==> config.mk <==
export PLATFORM = sky130hd
export DESIGN_NAME = tmtw_ctrl
export DESIGN_NICKNAME = d
export VERILOG_FILES = /design/src/hdl/tmtw_pkg.sv /design/src/hdl/tmtw_ctrl.sv
export SDC_FILE = /design/constraint.sdc
export NUM_CORES = 1
export LEC_CHECK = 0
export BUFFER_PORTS_ARGS = -buffer_cell sky130_fd_sc_hd__buf_2
export CAP_MARGIN = 5
export CORE_MARGIN = 3
export CORE_UTILIZATION = 55
export CTS_CLUSTER_SIZE = 30
export DETAILED_ROUTE_END_ITERATION = 10
export PLACE_DENSITY = 0.86
export SETUP_SLACK_MARGIN = 0.4
export SYNTH_ARGS = -nofsm -noshare
export SYNTH_HDL_FRONTEND = slang
export SYNTH_SLANG_ARGS = --single-unit
==> constraint.sdc <==
create_clock -name clk -period 5.4 [get_ports clk]
set_clock_uncertainty 0.1 [all_clocks]
set_input_delay 0.81 -clock clk [delete_from_list [all_inputs] [get_ports clk]]
set_output_delay 0.81 -clock clk [all_outputs]
set_load 0.02 [all_outputs]
==> src/hdl/tmtw_pkg.sv <==
// ----------------------------------------------------------------------------
// tmtw_pkg
// Types and constants shared by the text-mode terminal writer modules.
// ----------------------------------------------------------------------------
`timescale 1ns / 1ps

package tmtw_pkg;

  // Default screen geometry
  localparam int unsigned DEF_COLUMNS = 80;
  localparam int unsigned DEF_ROWS    = 25;

  // One cell: attribute byte over character byte
  localparam int unsigned CELL_W = 16;

  localparam logic [7:0] NEWLINE_CODE = 8'h0A;
  localparam logic [7:0] SPACE_CODE   = 8'h20;
  localparam logic [7:0] ATTR_RESET   = 8'h07;

  // Register port geometry
  localparam int unsigned PADDR_W = 3;
  localparam int unsigned PDATA_W = 32;
  localparam logic [PADDR_W-3:0] REG_TEXT_ATTRIBUTE = '0;

  typedef enum logic [1:0] {
    OP_PUT   = 2'd0,
    OP_CLEAR = 2'd1,
    OP_READ  = 2'd2,
    OP_NOP   = 2'd3
  } opcode_t;

  typedef struct packed {
    logic [1:0] opcode;
    logic [7:0] char_code;
    logic [4:0] read_row;
    logic [6:0] read_col;
  } cmd_word_t;

  typedef struct packed {
    logic [4:0]        cursor_row;
    logic [6:0]        cursor_col;
    logic              scrolled;
    logic [CELL_W-1:0] cell_value;
  } rsp_word_t;

  typedef enum logic [2:0] {
    ST_IDLE,
    ST_READ,
    ST_CLEAR,
    ST_SCROLL,
    ST_SCROLL_END
  } ctrl_state_t;

endpackage

==> src/hdl/tmtw_ctrl.sv <==
// ----------------------------------------------------------------------------
// tmtw_ctrl
// Command sequencer: cursor, character writes, clear and scroll sweeps over
// the cell memory, and cell reads.
// ----------------------------------------------------------------------------
`timescale 1ns / 1ps

module tmtw_ctrl
  import tmtw_pkg::*;
#(
  parameter int unsigned COLUMNS = DEF_COLUMNS,
  parameter int unsigned ROWS    = DEF_ROWS,
  localparam int unsigned TOTAL  = ROWS * COLUMNS,
  localparam int unsigned ADDR_W = $clog2(TOTAL)
) (
  input  logic              clk,
  input  logic              rst,
  input  logic [7:0]        attr,
  input  logic              cmd_valid,
  output logic              cmd_ready,
  input  cmd_word_t         cmd,
  input  logic              q_full,
  output logic              push,
  output rsp_word_t         push_word,
  output logic              rd_en,
  output logic [ADDR_W-1:0] rd_addr,
  input  logic [CELL_W-1:0] rd_data,
  output logic              wr_en,
  output logic [ADDR_W-1:0] wr_addr,
  output logic [CELL_W-1:0] wr_data
);

  localparam int unsigned ROW_W = $clog2(ROWS);
  localparam int unsigned COL_W = $clog2(COLUMNS);
  localparam logic [ADDR_W-1:0] LAST_ADDR = ADDR_W'(TOTAL - 1);
  localparam logic [ADDR_W-1:0] ROW_STEP  = ADDR_W'(COLUMNS);
  localparam logic [ROW_W-1:0]  LAST_ROW  = ROW_W'(ROWS - 1);
  localparam logic [COL_W-1:0]  LAST_COL  = COL_W'(COLUMNS - 1);

  ctrl_state_t       state, state_next;
  logic [ROW_W-1:0]  row, row_next;
  logic [COL_W-1:0]  col, col_next;
  logic [ADDR_W-1:0] sweep, sweep_next;
  logic [ADDR_W-1:0] dst, dst_next;
  logic              pend, pend_next;
  logic              scrolled;
  logic [CELL_W-1:0] rd_cell;
  logic [ADDR_W-1:0] cur_addr;
  logic [ADDR_W-1:0] cell_addr;
  logic              cell_hit;
  logic              accept;

  // Linear addresses of the cursor and of the requested cell
  assign cur_addr  = ADDR_W'(row) * ROW_STEP + ADDR_W'(col);
  assign cell_addr = ADDR_W'(cmd.read_row) * ROW_STEP + ADDR_W'(cmd.read_col);
  assign cell_hit  = (32'(cmd.read_row) < ROWS) && (32'(cmd.read_col) < COLUMNS);
  assign accept    = cmd_valid && cmd_ready;

  // State and cursor registers
  always_ff @(posedge clk) begin
    if (rst) begin
      state <= ST_IDLE;
      row   <= '0;
      col   <= '0;
      pend  <= 1'b0;
    end else begin
      state <= state_next;
      row   <= row_next;
      col   <= col_next;
      pend  <= pend_next;
    end
  end

  // Sweep address and delayed scroll destination
  always_ff @(posedge clk) begin
    sweep <= sweep_next;
    dst   <= dst_next;
  end

  // Next state, memory requests and responses
  always_comb begin
    state_next = state;
    row_next   = row;
    col_next   = col;
    sweep_next = sweep;
    dst_next   = dst;
    pend_next  = pend;
    cmd_ready  = 1'b0;
    push       = 1'b0;
    scrolled   = 1'b0;
    rd_cell    = '0;
    rd_en      = 1'b0;
    rd_addr    = sweep;
    wr_en      = 1'b0;
    wr_addr    = cur_addr;
    wr_data    = {attr, cmd.char_code};

    case (state)
      ST_IDLE: begin
        cmd_ready = !q_full;
        if (accept) begin
          case (cmd.opcode)
            OP_PUT: begin
              wr_en = (cmd.char_code != NEWLINE_CODE);
              if (cmd.char_code == NEWLINE_CODE || col == LAST_COL) begin
                col_next = '0;
                if (row == LAST_ROW) begin
                  // scroll: sweep sources start one row down
                  state_next = ST_SCROLL;
                  sweep_next = ROW_STEP;
                  pend_next  = 1'b0;
                end else begin
                  row_next = row + ROW_W'(1);
                  push     = 1'b1;
                end
              end else begin
                col_next = col + COL_W'(1);
                push     = 1'b1;
              end
            end
            OP_CLEAR: begin
              row_next   = '0;
              col_next   = '0;
              sweep_next = '0;
              state_next = ST_CLEAR;
            end
            OP_READ: begin
              if (cell_hit) begin
                rd_en      = 1'b1;
                rd_addr    = cell_addr;
                state_next = ST_READ;
              end else begin
                push = 1'b1;
              end
            end
            default: begin
              push = 1'b1;
            end
          endcase
        end
      end
      ST_READ: begin
        rd_cell    = rd_data;
        push       = 1'b1;
        state_next = ST_IDLE;
      end
      ST_CLEAR: begin
        wr_en   = 1'b1;
        wr_addr = sweep;
        wr_data = {attr, SPACE_CODE};
        if (sweep == LAST_ADDR) begin
          push       = 1'b1;
          state_next = ST_IDLE;
        end else begin
          sweep_next = sweep + ADDR_W'(1);
        end
      end
      ST_SCROLL: begin
        // read cell k+COLUMNS, write the previous read back one row up
        rd_en     = 1'b1;
        wr_en     = pend;
        wr_addr   = dst;
        wr_data   = rd_data;
        pend_next = 1'b1;
        dst_next  = sweep - ROW_STEP;
        if (sweep == LAST_ADDR) begin
          state_next = ST_SCROLL_END;
        end else begin
          sweep_next = sweep + ADDR_W'(1);
        end
      end
      ST_SCROLL_END: begin
        wr_en      = 1'b1;
        wr_addr    = dst;
        wr_data    = rd_data;
        pend_next  = 1'b0;
        scrolled   = 1'b1;
        push       = 1'b1;
        state_next = ST_IDLE;
      end
      default: begin
        state_next = ST_IDLE;
      end
    endcase
  end

  assign push_word = '{cursor_row: 5'(row_next),
                       cursor_col: 7'(col_next),
                       scrolled:   scrolled,
                       cell_value: rd_cell};

endmodule

-- After elaboration in Yosys (flattened, before gate mapping)
Index checks and enable logic that the tools add are counted.
- register bits: 38
- logic and storage cells: 105
- $add $sub $neg: 6
- multiply operators: 2
- $lt $le $gt $ge: 2
- eq/ne operators: 23
- multiplexer cells: 51
- reductions and logical operators: 15
- operators with widths (cell ; count):
    $mux 11 ; 8
    $pmux 11 s2 ; 3
    $pmux 16 s2 ; 1
    $add 11x7->11 ; 2
    $mux 7 ; 3
    $mux 5 ; 4
    $mux 3 ; 6
    $pmux 3 s3 ; 2
    $mux 1 ; 16
    $mux 16 ; 1
    $mul 5x3->7 const B ; 2
    $pmux 7 s2 ; 1
    $ne 2x2->1 const B ; 6
    $pmux 1 s3 ; 4
    $add 11x1->11 const B ; 1
    $eq 11x11->1 const B ; 1
    $sub 11x7->11 const B ; 1
    $pmux 5 s2 ; 1
    $ne 3x3->1 const B ; 3
    $eq 8x4->1 const B ; 1
    $ne 8x4->1 const B ; 1
    $reduce_or 2->1 ; 4
    $add 7x1->7 const B ; 1
    $eq 7x7->1 const B ; 1
    23 further kinds ; 25

-- Logic depth before layout (Yosys ltp)
- depth in word-level cells: 6
- depth in mapped cells: 8
- gate-level depth less buffers: 8

-- Least setup slack after synthesis
OpenSTA, ideal clock, no wires.
- kind: input to output
- start point: input cmd[8] (netlist name)
- end point: output rd_addr[10]
- data arrival time: 2.790 ns
- required time: 4.490 ns
- setup slack: 1.700 ns
- stages: 8
- path buffers: 0
- path through: ha_1 > ha_1 > fa_1 > xor2_1 > o2111ai_1 > xor2_1 > xnor2_1 > o21ai_0
- cells in the longest elaborated chain, start to end: 6
- elaborated cells on any way between the ends: 8
- ends and longest elaborated chain (item ; line ; RTL):
    start: declaration ; tmtw_ctrl.sv:21 ; input cmd_word_t cmd,
    $mul 5x3->7 or $lt 5x5->1 (tied branches) ; tmtw_ctrl.sv:55, tmtw_ctrl.sv:56 ;
    $add 11x7->11 or $logic_and 1x1->1 (tied branches) ; tmtw_ctrl.sv:55, tmtw_ctrl.sv:56 ;
    $mux 11 (*) ; tmtw_ctrl.sv:128 ; if (cell_hit) begin
    $mux 11 (*) ; tmtw_ctrl.sv:102 ; case (cmd.opcode)
    $mux 11 (*) ; tmtw_ctrl.sv:101 ; if (accept) begin
    $mux 11 (*) ; tmtw_ctrl.sv:98 ; case (state)
    end: declaration ; tmtw_ctrl.sv:26 ; output logic [ADDR_W-1:0] rd_addr,
Mark *: on every way between the ends. The rest lies on a longest branch, timed or not.

-- Final worst setup path
- start point: register state[1]
- end point: output wr_data[15]
- cells in the longest elaborated chain, start to end: 3
- elaborated cells on any way between the ends: 5
- ends and longest elaborated chain (item ; line ; RTL):
    start: declaration ; tmtw_ctrl.sv:40 ; ctrl_state_t state, state_next;
    start signal: assignment ; tmtw_ctrl.sv:67 ; state <= state_next;
    $eq 3x2->1 or $eq 3x3->1 (tied branches) ; tmtw_ctrl.sv:98 ;
    $reduce_or 2->1 (no line) ; -- ;
    $pmux 16 s2 (*) ; tmtw_ctrl.sv:98 ;
    end: declaration ; tmtw_ctrl.sv:30 ; output logic [CELL_W-1:0] wr_data
Marks and branches as above.

==> out/results.tsv <==
metric	value	unit
start_util	58.22	%
cts_tree	yes	
nNetsFinal	607	
tightest_slew	0.9825	ns
drt-pass1-iter-count	5	
grt_first_pass_wirelength	15770	µm
rsz0062_at_grt	false	
synth_edf_count	22	
period_minus_slack	4.147	ns
status	finished clean	
drv_slew	0	
netlist_instances	425	
ys_seq_area_share	27.80	%
hp-class	reg -> reg	
core	6061	µm²
clk_path_buf_depth	2	
postCtsSetupBuffers	0	
final_cell_mix	buf_2 (121), nand2_1 (48), o21ai_0 (33), nor2_1 (28)	
critPathTopFamily	simple AND/OR/NAND/NOR gates	
p_leak	2.012	nW
cts_root_buf	clkbuf_8	
power_per_cell_area	204.8	nW/µm²
crit_cells	5	
die_area	7412	µm²
whs_path_depth	2	
gr-total-overflow	0	
critPathBufInv	1	
critical_path.cell_chain	nor2b_1, nand2_1, nand2_1, mux2_2, buf_2	
cts_buffers	5	
rows	28	
die_h	86.10	µm
gp_congestion	0.9441	
r2r_cells	5	
routed_via_density	5.924	
cts_num_sinks	38	
hold_buffers	0	
r2r_slack	2.25	ns
hold_viol	0	
hpwl	7813	µm
period_share	76.79	%
cts.htree.levels	2	
diodes	0	
path_max_fanout	19	
maxCapViolations	0	
irDropWorstVdd	0.1373	mV
io-pin-count	121	
grt_start_max_net_pins	27	
ctsResizeCount	0	
synth_fp_nets	504	
grt_use_total	26.33	%
drive_above_1_share	28.36	%
fmax	241.2	MHz
final_common_cell	buf_2	
fin_cells	604	
cp_common_cell	nand2_1	
synthesis.area	3528	µm²
ys_warn_count	0	
die_x	86.10	µm
critPathKind	reg -> out	
crit_slowest_cell	nor2b_1	
p_sw_share	34.20	%
place_inst	595	
finalSetupTns	0	ns
routed_wl	10150	µm
area_growth	19.96	%
drc	0	
drt_iter0_markers	307	
power.internal	0.5704	mW
share_comb_of_total_power	31.8	%
p_seq_share	40.9	%
synth-seq-cells	38	
arrival	3.24	ns
critPathLaunchType	register	
critPathCaptureType	primary output	
vias	3578	
max_stage_delay	0.76	ns
antenna_found_initial	0	
synth.distinct_cells	58	
pwr-share-clk	27.3	%
synth_flop_cell	edfxtp_1	
wl_per_cell	16.80	µm
grt_pass1_vias	3407	
async_flop_share	0	%
ant_nets	0	
slew_headroom	34.15	%
setup_violations	0	
p_sw	0.2964	mW
clk_latency	0.29	ns
path_clk_slew	0.07	ns
required	4.49	ns
syn_avg_cell_area	8.302	µm²
port_buffers	120	
==> stage by stage <==
stage | utilization (%) | worst slack [ns] | cell area (µm²) | power [mW] | hold slack (ns)
3_5_place_dp | 68.00 | 1.578 | 4121 | 0.6310 | 0.4317
2_1_floorplan | - | 1.700 | 3528 | 0.5387 | 0.4041
5_1_grt | 69.84 | 1.060 | 4233 | 0.9071 | 0.4912
4_1_cts | 69.76 | 1.316 | 4228 | 0.8682 | 0.4686
3_3_place_gp | 68.00 | 1.704 | 4121 | 0.6221 | 0.4195
6_report | 69.84 | 1.253 | 4233 | 0.8668 | 0.4835
==> routing by layer <==
| layer | vias up | global-route usage (%) | share of wire, % |
|---|---|---|---|
| li1 | 1734 | - | - |
| met1 | 1642 | 31.42 | 41 |
| met2 | 186 | 49.33 | 50 |
| met3 | 16 | 3.939 | 8.0 |
| met4 | 0 | 5.755 | 1.1 |
| met5 | - | 0 | 0 |
==> cells in the mapped netlist (5+ instances only) <==
cell type  number  area share [%]
nand2_1        48             5.1
o21ai_0        33             4.7
nor2_1         28             3.0
a21oi_1        25             3.5
ha_1           25             8.9
edfxtp_1       22              19
and2_1         19             3.4
clkbuf_1       19             2.0
xor2_1         18             4.5
nor2b_1        17             3.0
dfxtp_1        16             9.1
inv_1          14             1.5
mux2_2         12             3.8
a22o_1          9             2.2
nand3_1         9             1.3
xnor2_1         9             2.2
nor3_1          8             1.1
nand2b_1        6             1.1
nand4_1         6             1.1
a22oi_1         5             1.1
a32oi_1         5             1.2
and3_1          5            0.89
mux2i_1         5             1.4
==> layout make-up <==
| cell class | instances | area [µm²] |
|---|---|---|
| Inverter | 14 | 52.55 |
| Tap cell | 75 | 93.84 |
| Multi-Input combinational cell | 348 | 2394 |
| Clock buffer | 7 | 76.32 |
| Fill cell | 508 | 1828 |
| Sequential cell | 38 | 980.9 |
| Clock inverter | 1 | 30.03 |
| Timing Repair Buffer | 121 | 605.6 |
==> worst register-to-register path: stages (launching register included) <==
cell and delay [ns]:
dfxtp_1 0.60, nor4_4 0.63, nand2_2 0.23, a211oi_1 0.32, nor2_1 0.13, nor3_2 0.76
==> sequential cells by signal (all words and copies together) (netlist names) <==
name	flops
pend	1
dst	11
col	7
row	5
sweep	11
state	3
==> power by group through the flow <==
stage                     combinational (mW)  sequential (mW)  clock, mW
after floorplan                        0.200            0.338          0
after CTS                              0.273            0.354      0.242
final                                  0.275            0.354      0.237
after detailed placement               0.271            0.360          0
after global routing                   0.297            0.357      0.253
after global placement                 0.263            0.359          0
==> worst paths after layout <==
| kind | start | end |
|---|---|---|
| worst max-delay path | state[1]$_SDFFE_PP0P_ | wr_data[15] |
| worst min-delay path | col[1]$_SDFF_PP0_ | col[1]$_SDFF_PP0_ |
| worst max register to register | state[2]$_SDFFE_PP0P_ | sweep[1]$_SDFFCE_PP0P_ |
| worst min register to register | col[1]$_SDFF_PP0_ | col[1]$_SDFF_PP0_ |
==> cell families (layout without fill, tap and decap cells) <==
| group | after synthesis | count (layout) | share of synthesized area, % |
|---|---|---|---|
| AO/OA/AOI/OAI | 103 | 103 | 18.48 |
| multiplexers | 17 | 17 | 5.248 |
| buffers and inverters | 39 | 143 | 4.503 |
| XOR/XNOR | 27 | 27 | 6.702 |
| flip-flops | 38 | 38 | 27.80 |
| AND/OR/NAND/NOR | 172 | 172 | 26.13 |
| adder cells (fa/ha/maj) | 29 | 29 | 11.13 |
(Power assumes the default switching activity.)
