[src/hdl/tmtw_pkg.sv]
// ----------------------------------------------------------------------------
// tmtw_pkg
// Types and constants shared by the text-mode terminal writer modules.
// ----------------------------------------------------------------------------
`timescale 1ns / 1ps

package tmtw_pkg;

  // Default screen geometry
  localparam int unsigned DEF_COLUMNS = 80;
  localparam int unsigned DEF_ROWS    = 25;

  // One cell: attribute byte over character byte
  localparam int unsigned CELL_W = 16;

  localparam logic [7:0] NEWLINE_CODE = 8'h0A;
  localparam logic [7:0] SPACE_CODE   = 8'h20;
  localparam logic [7:0] ATTR_RESET   = 8'h07;

  // Register port geometry
  localparam int unsigned PADDR_W = 3;
  localparam int unsigned PDATA_W = 32;
  localparam logic [PADDR_W-3:0] REG_TEXT_ATTRIBUTE = '0;

  typedef enum logic [1:0] {
    OP_PUT   = 2'd0,
    OP_CLEAR = 2'd1,
    OP_READ  = 2'd2,
    OP_NOP   = 2'd3
  } opcode_t;

  typedef struct packed {
    logic [1:0] opcode;
    logic [7:0] char_code;
    logic [4:0] read_row;
    logic [6:0] read_col;
  } cmd_word_t;

  typedef struct packed {
    logic [4:0]        cursor_row;
    logic [6:0]        cursor_col;
    logic              scrolled;
    logic [CELL_W-1:0] cell_value;
  } rsp_word_t;

  typedef enum logic [2:0] {
    ST_IDLE,
    ST_READ,
    ST_CLEAR,
    ST_SCROLL,
    ST_SCROLL_END
  } ctrl_state_t;

endpackage

[src/hdl/tmtw_outq.sv]
// ----------------------------------------------------------------------------
// tmtw_outq
// Two-entry response queue between the controller and the response channel.
// ----------------------------------------------------------------------------
`timescale 1ns / 1ps

module tmtw_outq
  import tmtw_pkg::*;
(
  input  logic      clk,
  input  logic      rst,
  input  logic      push,
  input  rsp_word_t push_word,
  output logic      full,
  output logic      rsp_valid,
  input  logic      rsp_ready,
  output rsp_word_t rsp
);

  rsp_word_t  head;
  rsp_word_t  tail;
  logic [1:0] count;
  logic       pop;

  assign pop       = rsp_valid && rsp_ready;
  assign rsp_valid = (count != 2'd0);
  assign full      = (count == 2'd2);
  assign rsp       = head;

  // Occupancy
  always_ff @(posedge clk) begin
    if (rst) begin
      count <= 2'd0;
    end else if (push && !pop) begin
      count <= count + 2'd1;
    end else if (pop && !push) begin
      count <= count - 2'd1;
    end
  end

  // Entries; head is always the oldest word
  always_ff @(posedge clk) begin
    case ({push, pop})
      2'b10: begin
        if (count == 2'd0) begin
          head <= push_word;
        end else begin
          tail <= push_word;
        end
      end
      2'b01: begin
        head <= tail;
      end
      2'b11: begin
        if (count == 2'd1) begin
          head <= push_word;
        end else begin
          head <= tail;
          tail <= push_word;
        end
      end
      default: begin
      end
    endcase
  end

endmodule

[config.mk]
export PLATFORM = sky130hd
export DESIGN_NAME = tmtw_outq
export DESIGN_NICKNAME = d
export VERILOG_FILES = /design/src/hdl/tmtw_pkg.sv /design/src/hdl/tmtw_outq.sv
export SDC_FILE = /design/constraint.sdc
export NUM_CORES = 1
export LEC_CHECK = 0
export BUFFER_PORTS_ARGS = -buffer_cell sky130_fd_sc_hd__buf_2
export CAP_MARGIN = 20
export CORE_MARGIN = 5
export CORE_UTILIZATION = 43
export CTS_CLUSTER_SIZE = 8
export DETAILED_ROUTE_END_ITERATION = 12
export PLACE_DENSITY = 0.73
export SLEW_MARGIN = 30
export SYNTH_ARGS = -nofsm -noshare
export SYNTH_HDL_FRONTEND = slang
export SYNTH_SLANG_ARGS = --single-unit
[constraint.sdc]
create_clock -name clk -period 5.31 [get_ports clk]
set_input_delay 1.062 -clock clk [delete_from_list [all_inputs] [get_ports clk]]
set_output_delay 1.062 -clock clk [all_outputs]
set_load 0.02 [all_outputs]
Yosys cells after proc, flatten, opt, wreduce, memory -nomap -nowiden
Cells that the tools add are included.
- register bits after elaboration: 60
- input port bits: 33
- output and inout port bits: 31
- equality and inequality tests: 8
- add/sub/neg operators: 2
- mux-type cells: 8
- reductions and logical operators: 12
- operator list (cell ; number):
    $mux W29 ; 4
    $pmux W29 S3 ; 1
    $pmux W29 S2 ; 1
    $eq A2 B2 Y1 const B ; 3
    $ne A2 B2 Y1 const B ; 3
    $reduce_bool A2 Y1 ; 3
    $eq A2 B1 Y1 const B ; 2
    $mux W2 ; 2
    $logic_and A1 B1 Y1 ; 3
    $reduce_and A3 Y1 ; 1
    $reduce_bool A3 Y1 ; 1
    $add A2 B1 Y2 const B ; 1
    $logic_not A1 Y1 ; 2
    $logic_not A2 Y1 ; 1
    $reduce_and A2 Y1 ; 1
    $sub A2 B1 Y2 const B ; 1

Logic depth before layout (Yosys ltp)
Gate-level depths: netlist (run 1).
- depth in word-level cells: 5
- gate-level depth with buffers: 9
- gate-level depth less buffers: 8

Least setup slack after synthesis (run 1)
No wires, ideal clock.
- path kind: input to register
- from: input rsp_ready
- to: register tail[0] (netlist bit) (enable)
- library setup time: 0.464 ns
- path slack: 0.957 ns
- cell stages on the path: 4
- data required time: 4.846 ns
- arrival: 3.889 ns
- cells stage by stage: nor2b_1 ha_1 buf_2 a221oi_1
- cells in the longest elaborated chain, start to end: 4
- elaborated cells on any way between the ends: 7
- those cells by class: 4 x eq/ne; 3 x reduce/logical
- RTL lines (element ; line ; RTL):
    start: declaration ; tmtw_outq.sv:16 ; input logic rsp_ready,
    $logic_and A1 B1 Y1 (*) ; tmtw_outq.sv:25 ; assign pop = rsp_valid && rsp_ready;
    $eq A2 B2 Y1 ; tmtw_outq.sv:43 ; case ({push, pop})
    $ne A2 B2 Y1 (no line) / $reduce_bool A2 Y1 (equally long branches) ; - ;
    $reduce_and A3 Y1 (no line) (*) ; - ;
    end signal: assignment ; tmtw_outq.sv:48 ; tail <= push_word;
    end signal: assignment ; tmtw_outq.sv:59 ; tail <= push_word;
    end: declaration ; tmtw_outq.sv:21 ; rsp_word_t tail;
Mark *: on every way between the ends. The rest lies on a longest branch, timed or not.
A chain may end at the register's enable or synchronous reset.

Worst setup path in the final report (run 1)
- from: input rsp_ready
- to: register head, in the netlist rsp[20], data pin
- cells in the longest elaborated chain, start to end: 3
- elaborated cells on any way between the ends: 5
- those cells by class: 3 x eq/ne; 1 x mux; 1 x reduce/logical
- RTL lines (element ; line ; RTL):
    $logic_and A1 B1 Y1 (*) ; tmtw_outq.sv:25 ;
    $eq A2 B2 Y1 / $eq A2 B1 Y1 (equally long branches) ; tmtw_outq.sv:43 ;
    $pmux W29 S3 (*) ; tmtw_outq.sv:43 ;
    end signal: assignment ; tmtw_outq.sv:46 ; head <= push_word;
    end signal: assignment ; tmtw_outq.sv:52 ; head <= tail;
    end signal: assignment ; tmtw_outq.sv:56 ; head <= push_word;
    end: declaration ; tmtw_outq.sv:20 ; rsp_word_t head;
Marks and branches as above.

==> impl_summary.md, run 1 <==
Outcome
The flow ran to the end, and the final reports show no timing, DRC or antenna violations.

Logic synthesis
The share of synthesized area in the top cell type comes to 59.4%. Summing every instance area after synthesis gives 2930 um^2. The synthesized-area fraction occupied by xor and xnor cells is less than 1%. The fraction of synthesis flops using an asynchronous set or reset pin is 0%. After synthesis, flip-flops and latches occupy between 60 and 70% of the total area. Yosys printed 0 warnings.

Synthesis inferred 60 register bits. The share of synthesized cell area in full adder, half adder and majority cells is 2.99%. The compound-cell area share of the yosys netlist is under 10%.

After synthesis, the most frequently instantiated cells are 59 x nand2_1, 58 x edfxtp_1, 20 x a22oi_1, 19 x mux2_4, 10 x mux2_1. The per-instance average area after synthesis is between 10 and 15 um^2. The proportion of synthesized area in mux cells is 13.9%. By area the synthesized netlist is led by edfxtp_1 59%, mux2_4 9.7%, nand2_1 7.6%. The largest family of logic cells by synthesized area is multiplexers. The number of nets produced by synthesis is about 250. nand2_1 is the most common cell in the netlist. Counting flops with a built-in enable in the synthesized netlist gives a little under 60. The unique cell type count in the Yosys netlist is 20.

Synthesis produced 213 cells. Of the total synthesized cell area, the portion taken by AND, OR, NAND and NOR gates is under 10%. The prevailing post-synth register cell is edfxtp_1.

Of all cell types, the one taking the most synthesized area is edfxtp_1.

Setup path
The required time of the critical path is 5.39 ns. Measured in cells, the most critical reg-to-reg path has a length of 7. The critical path startpoint category is an input port. Setup slack on the worst reg-to-reg path comes out at 2.74 ns. The critical path capture point type is a register. The worst reg2reg path endpoint is rsp[20]. Tracing the worst setup path back leads to its startpoint at rsp_ready.

The classification of the worst setup path is in2reg. Of all nets on the critical path, the largest fanout is 30. STA puts the critical path data arrival time at 2.72 ns.

The startpoint identified for the worst register-to-register timing path is count[0].

Die
For this configuration, the core starts out at a cell density of between 40 and 50%. The die covers approximately 8600 um^2. From bottom edge to top edge, the die measures 92.6 um.

The core region is 6720 um^2. The number of ports placed on the die boundary is 64. The die outline width is between 90 and 100 um. The floorplan row count is 30.

Pwr
For this design the total switching power over the nets is 654 uW. Dividing total power by cell area gives a power density of between 500 and 600 nW/um^2. Cell internal power was estimated by the tool at roughly 1300 uW. The proportion of total power due to net switching is 33.4%. The share of total power in sequential cells is about two fifths. The worst-case IR drop observed on VDD is just over 0.3 mV.

The power share of the clock group is 24.9%. In this run the static leakage power is approximately 0.0015 uW. The share of total power in combinational logic is between 30% and 40%.

Clock tree
The clock root buffer is clkbuf_8. The number of hold buffers added after CTS is 0. The clock transition at the register clock pins on the worst setup and hold paths after CTS is 0.07 ns. The number of buffers created by CTS is 9. Counting along the longest clock path gives a buffer depth of 2.

The clock latency on the worst-skew pair is roughly 0.33 ns. The clock tree synthesis step divided the H-tree into 3 levels. The clock net sink count is 60. The post-cts sizing count is 0. TritonCTS built the clock tree. The number of setup buffers added after CTS is 0.

GRT
The residual overflow from global routing is 0. The via count of the first global-routing pass is 1918. Global routing consumed, over all layers together, ~14% of the routing resources. The first global-routing pass estimated around 9.4 mm of wire. Entering global routing, the biggest net connects 33 pins.

The initial antenna violation count was 0.

Placed design
Routability-driven placement finished with a final weighted congestion of 0.688. Once detailed placement completed, the half-perimeter wirelength came to between 3 and 4 mm. The number of buffers added on ports is between 60 and 70.

Timing
The number of failing hold endpoints at the final stage is 0. After layout, the worst path uses approximately half of the clock period. The max-slew violation count was 0. Across the routed clock network, the largest skew measured is between 0.005 and 0.006 ns. Subtracting the final worst setup slack from the clock period gives between 2 and 3 ns. The relative slew slack is between 30% and 40%.

The final-layout worst hold slack is about 0.49 ns. Setup total negative slack on the finished layout was measured at 0 ns. The maximum clock frequency is between 300 and 400 MHz.

For the pin with the worst max-slew slack, the measured transition is between 0.9 and 1 ns. Setup repair after global routing left no endpoint under its margin. Setup violations remaining at the end of the flow were counted as 0.

Drt
The first detailed-routing pass took 4 iterations. The total number of vias is ~1900. The count of nets left with antenna violations once routing finished came out at 0. For this run, design rule violations remaining after detail routing come to 0.

In the final routed layout, each cell accounts on average for roughly 16 um. The average vias per placed instance is approximately 5.2. The DRC marker count from the first detailed-route iteration is 110. The final wirelength is around 5.9 mm.

Min path
The worst hold path begins at count[0]. The type of the worst min-delay path is reg2reg. The worst min-delay path endpoint is count[0]. Counting instances, the worst hold path has a depth of 2.

Cells and area
Cells with a size suffix above 1 make up between 30% and 40% of the layout. The utilization of the core after routing is 52.9%. For this run, the post-layout net count is 318. Relative to the synthesized area, the layout overhead comes to 21.3%. The number of antenna diodes in the final layout is 0.

Job
The total of max-cap violations is 0.
==> sequential cells by signal, summed over array words and instances, names as in the netlist <==
signal and flops:
rsp 29, tail 29, count 2
==> placed cells by master (no fill, tap or decap), drive strengths merged <==
cell type   n
ha          7
clkinv      3
buf        66
o21ai       2
dfxtp       2
nor2b       1
a22oi      29
nand2      59
mux2i       1
xnor2       1
mux2       29
a221oi      1
nor2        4
edfxtp     58
a21oi       1
bufinv      3
clkbuf     10
inv         6
==> per-layer routing <==
metal	global-route usage, %	up-vias	wire length [um]
li1	-	910	-
met1	17.9	918	2540
met2	23.0	49	3020
met3	4.06	7	302
met4	5.57	0	57
met5	0	-	0
==> kinds of logic after synthesis <==
family          Yosys count
compound gates           33
simple gates             64
mux                      30
buf+inv                  18
flops                    60
fa+ha+maj                 7
xor+xnor                  1
==> power by group through the flow <==
stage	sequential [uW]	combinational, uW	clock (uW)
final	782	687	486
after global routing	797	745	513
after CTS	786	686	493
after detailed placement	795	684	0
after global placement	789	670	0
after floorplan	909	382	0
==> per-stage QoR <==
step                      instance area, um^2  total power (uW)  worst slack [ns]  std cells
after global routing                     3550              2060              2.48        363
final                                    3550              1960              2.67        363
after global placement                   3310              1460              2.34        346
after detailed placement                 3310              1480              2.31        346
after floorplan                          2930              1290             0.957        213
after CTS                                3540              1970              2.67        362
==> how the worst max path moves through the flow <==
| stage | end |
|---|---|
| floorplan | tail[0] |
| global placement | tail[26] |
| detailed placement | tail[26] |
| CTS | tail[9] |
| global route | rsp[20] |
| finish | rsp[20] |
==> cell type report <==
type,instances,area (um^2)
clock inverters,6,103
clock buffers,10,128
multi-input cells,135,1070
well taps,80,100
inverters,6,22.5
fillers,571,3160
flip-flops and latches,60,1780
repair buffers,66,345
==> critical path, stage by stage <==
cell     delay [ns]
buf_2          0.07
nor2b_1        0.22
ha_2           0.72
nor2_4         0.31
a22oi_1        0.22
nand2_1        0.10
(Power assumes the default switching activity.)
==> run 2, diff against run 1 <==
Settings changed: ABC_AREA set to 1, PLACE_DENSITY 0.73 to 0.74.
Clock period 5.31 ns to 2.5 ns, I/O delays scaled along.
==> run 2 against run 1 <==
Effect of this change:
- via count decreased by 16%
- highest routed layer unchanged
- flip-flop and latch count is the same
- first-iteration DRC count decreased by 32%
- worst setup slack got worse by 2.3 ns
- utilization grew 2.4 points
- clock power increased by 88%
- area after synthesis fell by 17%
- sequential share of layout area up 8.4 points
==> impl_summary.md, run 2 <==
Setup path
The worst register-to-register path begins at count[0]. The depth of the worst register-to-register path is 10 (+3). The required time of the critical path is 2.69 ns (-2.70 ns). The most critical setup path has its startpoint at count[0]. The classification of the worst setup path is reg2reg. The critical path capture point type is a register. STA classifies the critical path startpoint as a register. The arrival time of data at the critical path endpoint came to 2.32 ns (-0.40 ns). The highest fanout seen on the critical path is 29 (-3.3%). The worst register-to-register path ends at rsp[15].

The most critical setup path has its endpoint at rsp[15]. The worst-case register-to-register setup slack is 0.37 ns (-2.37 ns).

Logic synthesis
The per-instance average area after synthesis was 12.6 um^2 (-8.7%). After synthesis, the most frequently instantiated cells are 68 x nand2_1, 58 x edfxtp_1, 30 x nand3_1, 12 x inv_1, 7 x ha_1. The Yosys warning count is 0 (unchanged). The synthesized design spends more area on one cell type than any other, namely edfxtp_1.

The number of nets produced by synthesis is 233 (-7.9%). The fraction of the yosys area taken by sequential cells is 73.5% (+13 points). The count of flip-flops with a built-in enable after synthesis is 58 (unchanged).

The instance count of the mapped netlist was 193 (-9.4%). The prevailing post-synth register cell is edfxtp_1. The fraction of synthesis flops using an asynchronous set or reset pin is 0% (unchanged).

The cell with the most instances after synthesis is nand2_1. The number of synthesized register bits is 60 (unchanged). The unique cell type count in the Yosys netlist is 14 (-30%). Ranked by total cell area, the synthesized netlist is headed by edfxtp_1 72%, nand2_1 11%, nand3_1 6.2%. The combined area of all synthesized cells is 2420 um^2 (-17%). The area share of the leading cell type in the synthesized netlist is 71.8% (+12 points).

Min path
In this run the most critical hold path is launched from rst. The type of the worst min-delay path is in2reg.

Clock tree
The root buffer cell chosen for the clock tree is clkbuf_8. The number of buffers created by CTS is 9 (unchanged). The number of hold buffers added after CTS is 0 (unchanged). The post-cts sizing count was 0 (unchanged). TritonCTS built the clock tree. The maximum level of the CTS H-tree is 3 (unchanged). The clock latency on the worst-skew pair came to 0.33 ns (about the same). The clock transition at the register clock pins on the worst setup and hold paths after CTS is 0.06 ns (about the same). The number of buffers on the longest clock path is 2 (unchanged). The clock net sink count is 60 (unchanged). The number of buffers inserted to repair setup after CTS is 0 (unchanged).

Drt
The routed length on met3 is 374 um (+24%). The first-pass iteration count of the detailed router is 4 (unchanged). The met2 wirelength from detailed routing is 2.13 mm (-30%). The total number of vias is 1574 (-16%).

The average wire length per cell after detail routing came to 13.2 um (-19%). The average vias per placed instance is 4.60 (-11%). The post-detailed-route DRC marker count is 0 (unchanged).

The DRC marker count from the first detailed-route iteration is 75 (-32%). The met1 wire length is 1.95 mm (-23%). The final wirelength was 4.52 mm (-24%). The count of nets left with antenna violations after detail routing is 0 (unchanged). The uppermost layer routed is met4.

Timing
The share of the cycle needed by the critical path after routing is 85.0%. The time the worst path needs with I/O delays and setup is 2.13 ns. The final-layout worst hold slack was 0.340 ns (-0.155 ns). The maximum clock frequency is approximately 470 MHz. The relative slew slack is 63.4% (+29 points).

The count of final setup violators was 0 (unchanged). Setup repair after global routing left no endpoint under its margin. The number of failing hold endpoints at the final stage is 0 (unchanged).

The final total negative setup slack is 0 ns (unchanged). The smallest setup slack after layout is 0.374 ns (-2.30 ns). The max-slew violation count came to 0 (unchanged).

The actual transition at the worst max-transition pin was 0.547 ns (-0.441 ns). The setup clock skew after layout is 0.00809 ns (+0.00220 ns).

Job
The total of max-cap violations was 0 (unchanged).

Placed design
The post-detailed-placement half-perimeter wirelength is 3.08 mm (-19%). The weighted congestion reported at the end of routability-driven placement was 0.795 (+15%). The number of buffers added on ports is 63 (unchanged).

The setup slack after placement came to 0.356 ns (-1.95 ns).

Cells and area
The net count reported at finish is 305 (-4.1%). The library cells used most frequently in the layout, excluding fill and tap cells, are 68 x nand2_1, 63 x buf_2, 58 x edfxtp_1, 30 x nand3_1, 12 x inv_1. The antenna diode count came to 0 (unchanged). The utilization of the core after routing is 55.3% (+2.4 points).

The most common cell after layout, fill and taps aside is nand2_1. The area growth from synthesis to layout is 25.6%. The ratio of cells with drive above 1 in the final layout is 32.2% (-7.4 points).

Pwr
The power per cell area came to 999 nW/um^2 (+82%). The leakage dissipation is 0.00135 uW (-8.7%). The maximum resistive drop on vdd is 0.528 mV (+71%).

GRT
The initial antenna violation count is 0 (unchanged). The residual overflow from global routing was 0 (unchanged). The wire length of the first global-routing pass is 7.77 mm (-18%). The global router's overall resource usage was 14.0% (-0.19 points). The maximum number of pins on one net before global-route repair is 30 (-9.1%).

The via count of the first global-routing pass came to 1638 (-15%).

Die
The number of ports placed on the die boundary was 64 (unchanged). The vertical die dimension is 85.1 um (-8.1%). The full die area is 7240 um^2 (-15%).

The starting utilization of the core area is 44.0% (+0.42 points). The floorplan row count is 27 (-10%). The die outline width is 85.1 um (-8.1%).

The core outline area is 5510 um^2 (-18%).

Outcome
The flow ran to the end, and the final reports show no timing, DRC or antenna violations.
-- run 2: cell types whose count changed after synthesis, sizes merged, moves of 2 or more --
cell   change
mux2      -29
nor2       -3
buf        -2
nand2     +11
inv        +6
a22oi     -29
nand3     +30
-- run 2: layer usage --
metal  GRT usage (%)  vias up
met1            16.5      710
met4            5.61        0
met3            6.41        6
met5               0        -
li1                -      801
met2            22.2       57
-- run 2: how the worst min path moves through the flow --
stage,endpoint,slack [ns],cells after the start
after global placement,count[0],0.47,2
final,count[0],0.34,2
after detailed placement,rsp[27],0.49,2
after floorplan,count[0],0.46,2
after global routing,count[0],0.33,2
after CTS,count[0],0.32,2
-- run 2: final cells by class --
cell class,count,area (um^2)
clock inverter,5,76.3
tap,72,90.1
clock buffer,11,131
timing repair buffer,70,368
sequential,60,1780
fill,491,2460
multi-input combinational,112,554
inverter,12,45.0
-- run 2: critical path, cell delays in order, from the launching register on --
cell and delay (ns):
dfxtp_1 0.37, inv_1 0.08, ha_1 0.21, inv_1 0.13, nand2_1 0.16, inv_1 0.12, ha_1 0.19, inv_1 0.07
nand2_2 0.41, nand3_1 0.14, nand2_1 0.10
-- run 2: kinds of logic after synthesis --
family | count (synthesis) | synth area share, %
adders and majority gates | 7 | 3.61
DFF | 60 | 73.5
buffers and inverters | 21 | 4.59
and+or+nand+nor | 101 | 17.4
AOI/OAI and AO/OA | 4 | 0.929
-- run 2: where the power goes --
group          switching (uW)  internal [uW]
combinational             482            218
sequential               48.6           1380
clock                     357            557
total                     888           2160
-- run 2: stage by stage --
stage | cells | area, um^2 | power, uW
after floorplan | 193 | 2440 | 1930
after global placement | 326 | 2840 | 2140
after detailed placement | 326 | 2840 | 2170
after CTS | 342 | 3050 | 3090
after global routing | 342 | 3050 | 3220
final | 342 | 3050 | 3040
==> run 3, diff against run 2 <==
Settings changed: ABC_AREA 1 to 0, PLACE_DENSITY 0.74 to 0.73.
==> run 3 against run 2 <==
Effect of this change:
- largest power group unchanged
- first-iteration DRC count is 59% higher
- clock power shrank 23%
- combinational power grew 120%
- clock skew down 0.0018 ns
==> impl_summary.md, run 3 (synthesis results as in run 1) <==
Setup path
The highest fanout seen on the critical path was 18 (-38%). The required time of the critical path was 2.51 ns (-0.18 ns). The arrival time of data at the critical path endpoint is 2.24 ns (-0.08 ns). The worst setup path is captured at a register. The depth of the worst register-to-register path is 7 (-3). The critical path startpoint category is a register. The critical path is of the reg2reg type. The worst-case register-to-register setup slack is 0.27 ns (-0.10 ns).

Clock tree
The number of buffers inserted to repair setup after CTS came to 0 (unchanged). The number of buffers created by CTS is 9 (unchanged). CTS placed an instance of clkbuf_8 at the clock tree root. TritonCTS built the clock tree.

The clock net sink count is 60 (unchanged). The maximum level of the CTS H-tree is 3 (unchanged). The number of hold buffers added after CTS is 0 (unchanged). The clock latency on the worst-skew pair is 0.33 ns (about the same). The number of buffers on the longest clock path was 2 (unchanged).

The post-cts sizing count was 0 (unchanged). The clock transition at the register clock pins on the worst setup and hold paths after CTS is 0.06 ns (about the same).

Placed design
The setup slack after placement is 0.171 ns (-0.185 ns). The number of buffers added on ports is 63 (unchanged). The weighted congestion reported at the end of routability-driven placement was 0.695 (-13%). The placed cell area is 3370 um^2 (+19%). The post-detailed-placement half-perimeter wirelength came to 3.94 mm (+28%).

Drt
The total number of vias is 1957 (+24%). The average wire length per cell after detail routing is 16.8 um (+27%). The count of nets left with antenna violations after detail routing was 0 (unchanged). The final wirelength is 6.18 mm (+37%). The post-detailed-route DRC marker count is 0 (unchanged).

The first-pass iteration count of the detailed router was 4 (unchanged). The DRC marker count from the first detailed-route iteration was 119 (+59%). The average vias per placed instance was 5.32 (+16%).

GRT
The met3 track demand over resource was 4.14% (-2.3 points). The residual overflow from global routing came to 0 (unchanged). The wire length of the first global-routing pass is 9.63 mm (+24%). The global router's overall resource usage came to 14.6% (+0.63 points). The via count of the first global-routing pass is 1957 (+19%).

The met2 layer usage reported by global route was 23.6% (+1.4 points). The met1 track utilization from global routing is 18.4% (+1.8 points). The layer flagged by global routing as most heavily used is met2. The initial antenna violation count is 0 (unchanged). The maximum number of pins on one net before global-route repair was 31 (+3.3%).

Timing
The count of final setup violators is 0 (unchanged). The relative slew slack is 62.6% (-0.81 points). Setup repair after global routing left no endpoint under its margin.

The share of the cycle needed by the critical path after routing came to 89.1% (+4.0 points). The maximum clock frequency is 449 MHz (-4.5%). The actual transition at the worst max-transition pin is 0.559 ns (+0.0119 ns). The setup clock skew after layout is 0.00630 ns (-0.00180 ns). The max-slew violation count is 0 (unchanged). The time the worst path needs with I/O delays and setup is 2.23 ns (+0.100 ns). The final-layout worst hold slack is 0.337 ns (-0.00298 ns).

The number of failing hold endpoints at the final stage came to 0 (unchanged). The smallest setup slack after layout is 0.274 ns (-0.100 ns).

Cells and area
The area growth from synthesis to layout is 20.8%. In the layout the commonest cells are 63 x buf_2, 59 x nand2_1, 58 x edfxtp_1, 20 x a22oi_1, 19 x mux2_4. The library cell used most frequently in the layout, excluding fill and tap cells, is buf_2. The post-layout instance area came to 3540 um^2 (+16%). The ratio of cells with drive above 1 in the final layout is 40.6% (+8.4 points). The antenna diode count came to 0 (unchanged). The net count reported at finish is 323 (+5.9%).

Min path
The number of stages on the worst hold path is 2 (unchanged). The type of the worst min-delay path is in2reg.

Die
The starting utilization of the core area was 43.6% (-0.42 points). The floorplan row count is 30 (+11%). The die outline width is 92.6 um (+8.8%).

The vertical die dimension is 92.6 um (+8.8%). The core outline area is 6720 um^2 (+22%). The full die area was 8570 um^2 (+18%). The number of ports placed on the die boundary is 64 (unchanged).

Pwr
The leakage dissipation was 0.00148 uW (+9.2%). The maximum resistive drop on vdd is 0.504 mV (-4.7%). The power per cell area is 1100 nW/um^2 (+10%). The power consumption is 3900 uW (+28%).

Outcome
The run finished with clean final reports.

Job
The total of max-cap violations is 0 (unchanged).
-- run 3: cell count changes in the layout (fill, tap and decap cells not counted), sizes merged, moves of 2 or more --
| cell | before | now |
|---|---|---|
| a22oi | 0 | 29 |
| bufinv | 2 | 0 |
| clkbuf | 11 | 9 |
| clkinv | 2 | 6 |
| inv | 12 | 6 |
| mux2 | 0 | 29 |
| nand2 | 70 | 59 |
| nand3 | 30 | 0 |
| nor2 | 1 | 5 |
-- run 3: final cells by class --
| type | count | area (um^2) |
|---|---|---|
| fillers | 561 | 3180 |
| well taps | 80 | 100 |
| multi-input cells | 136 | 1090 |
| repair buffers | 70 | 393 |
| clock buffers | 9 | 124 |
| inverters | 6 | 22.5 |
| flip-flops and latches | 60 | 1780 |
| clock inverters | 7 | 33.8 |
-- run 3: path summary, 6_finish.rpt --
| path | start | end |
|---|---|---|
| setup / recovery | count[0] | tail[21] |
| hold / removal | rst | count[0] |
| setup reg to reg | count[0] | tail[21] |
| hold reg to reg | count[0] | count[0] |
-- run 3: power breakdown --
| part | total (uW) | leakage, uW | internal, uW | switching (uW) |
|---|---|---|---|---|
| sequential | 1660 | 0.000576 | 1540 | 116 |
| combinational | 1530 | 0.000822 | 601 | 926 |
| clock | 708 | 0.0000813 | 343 | 365 |
-- run 3: critical path, cell delays in order (launching register included) --
cell	delay, ns
dfxtp_1	0.39
inv_1	0.08
ha_1	0.26
nor2b_1	0.22
ha_1	0.33
nor2_1	0.11
a221oi_4	0.20
buf_4	0.31
-- run 3: routing by layer --
| metal | share of wire (%) | vias to the layer above |
|---|---|---|
| li1 | - | 927 |
| met1 | 45 | 974 |
| met2 | 49 | 52 |
| met3 | 5.1 | 4 |
| met4 | 0.58 | 0 |
| met5 | 0 | - |
-- run 3: metrics by stage --
stage / instances / TNS, ns / utilization, %
finish: 368 / 0 / 52.7
global route: 368 / 0 / 52.7
CTS: 367 / 0 / 52.5
detailed placement: 351 / 0 / 50.2
global placement: 351 / 0 / 50.2
floorplan: 213 / -0.829 / -
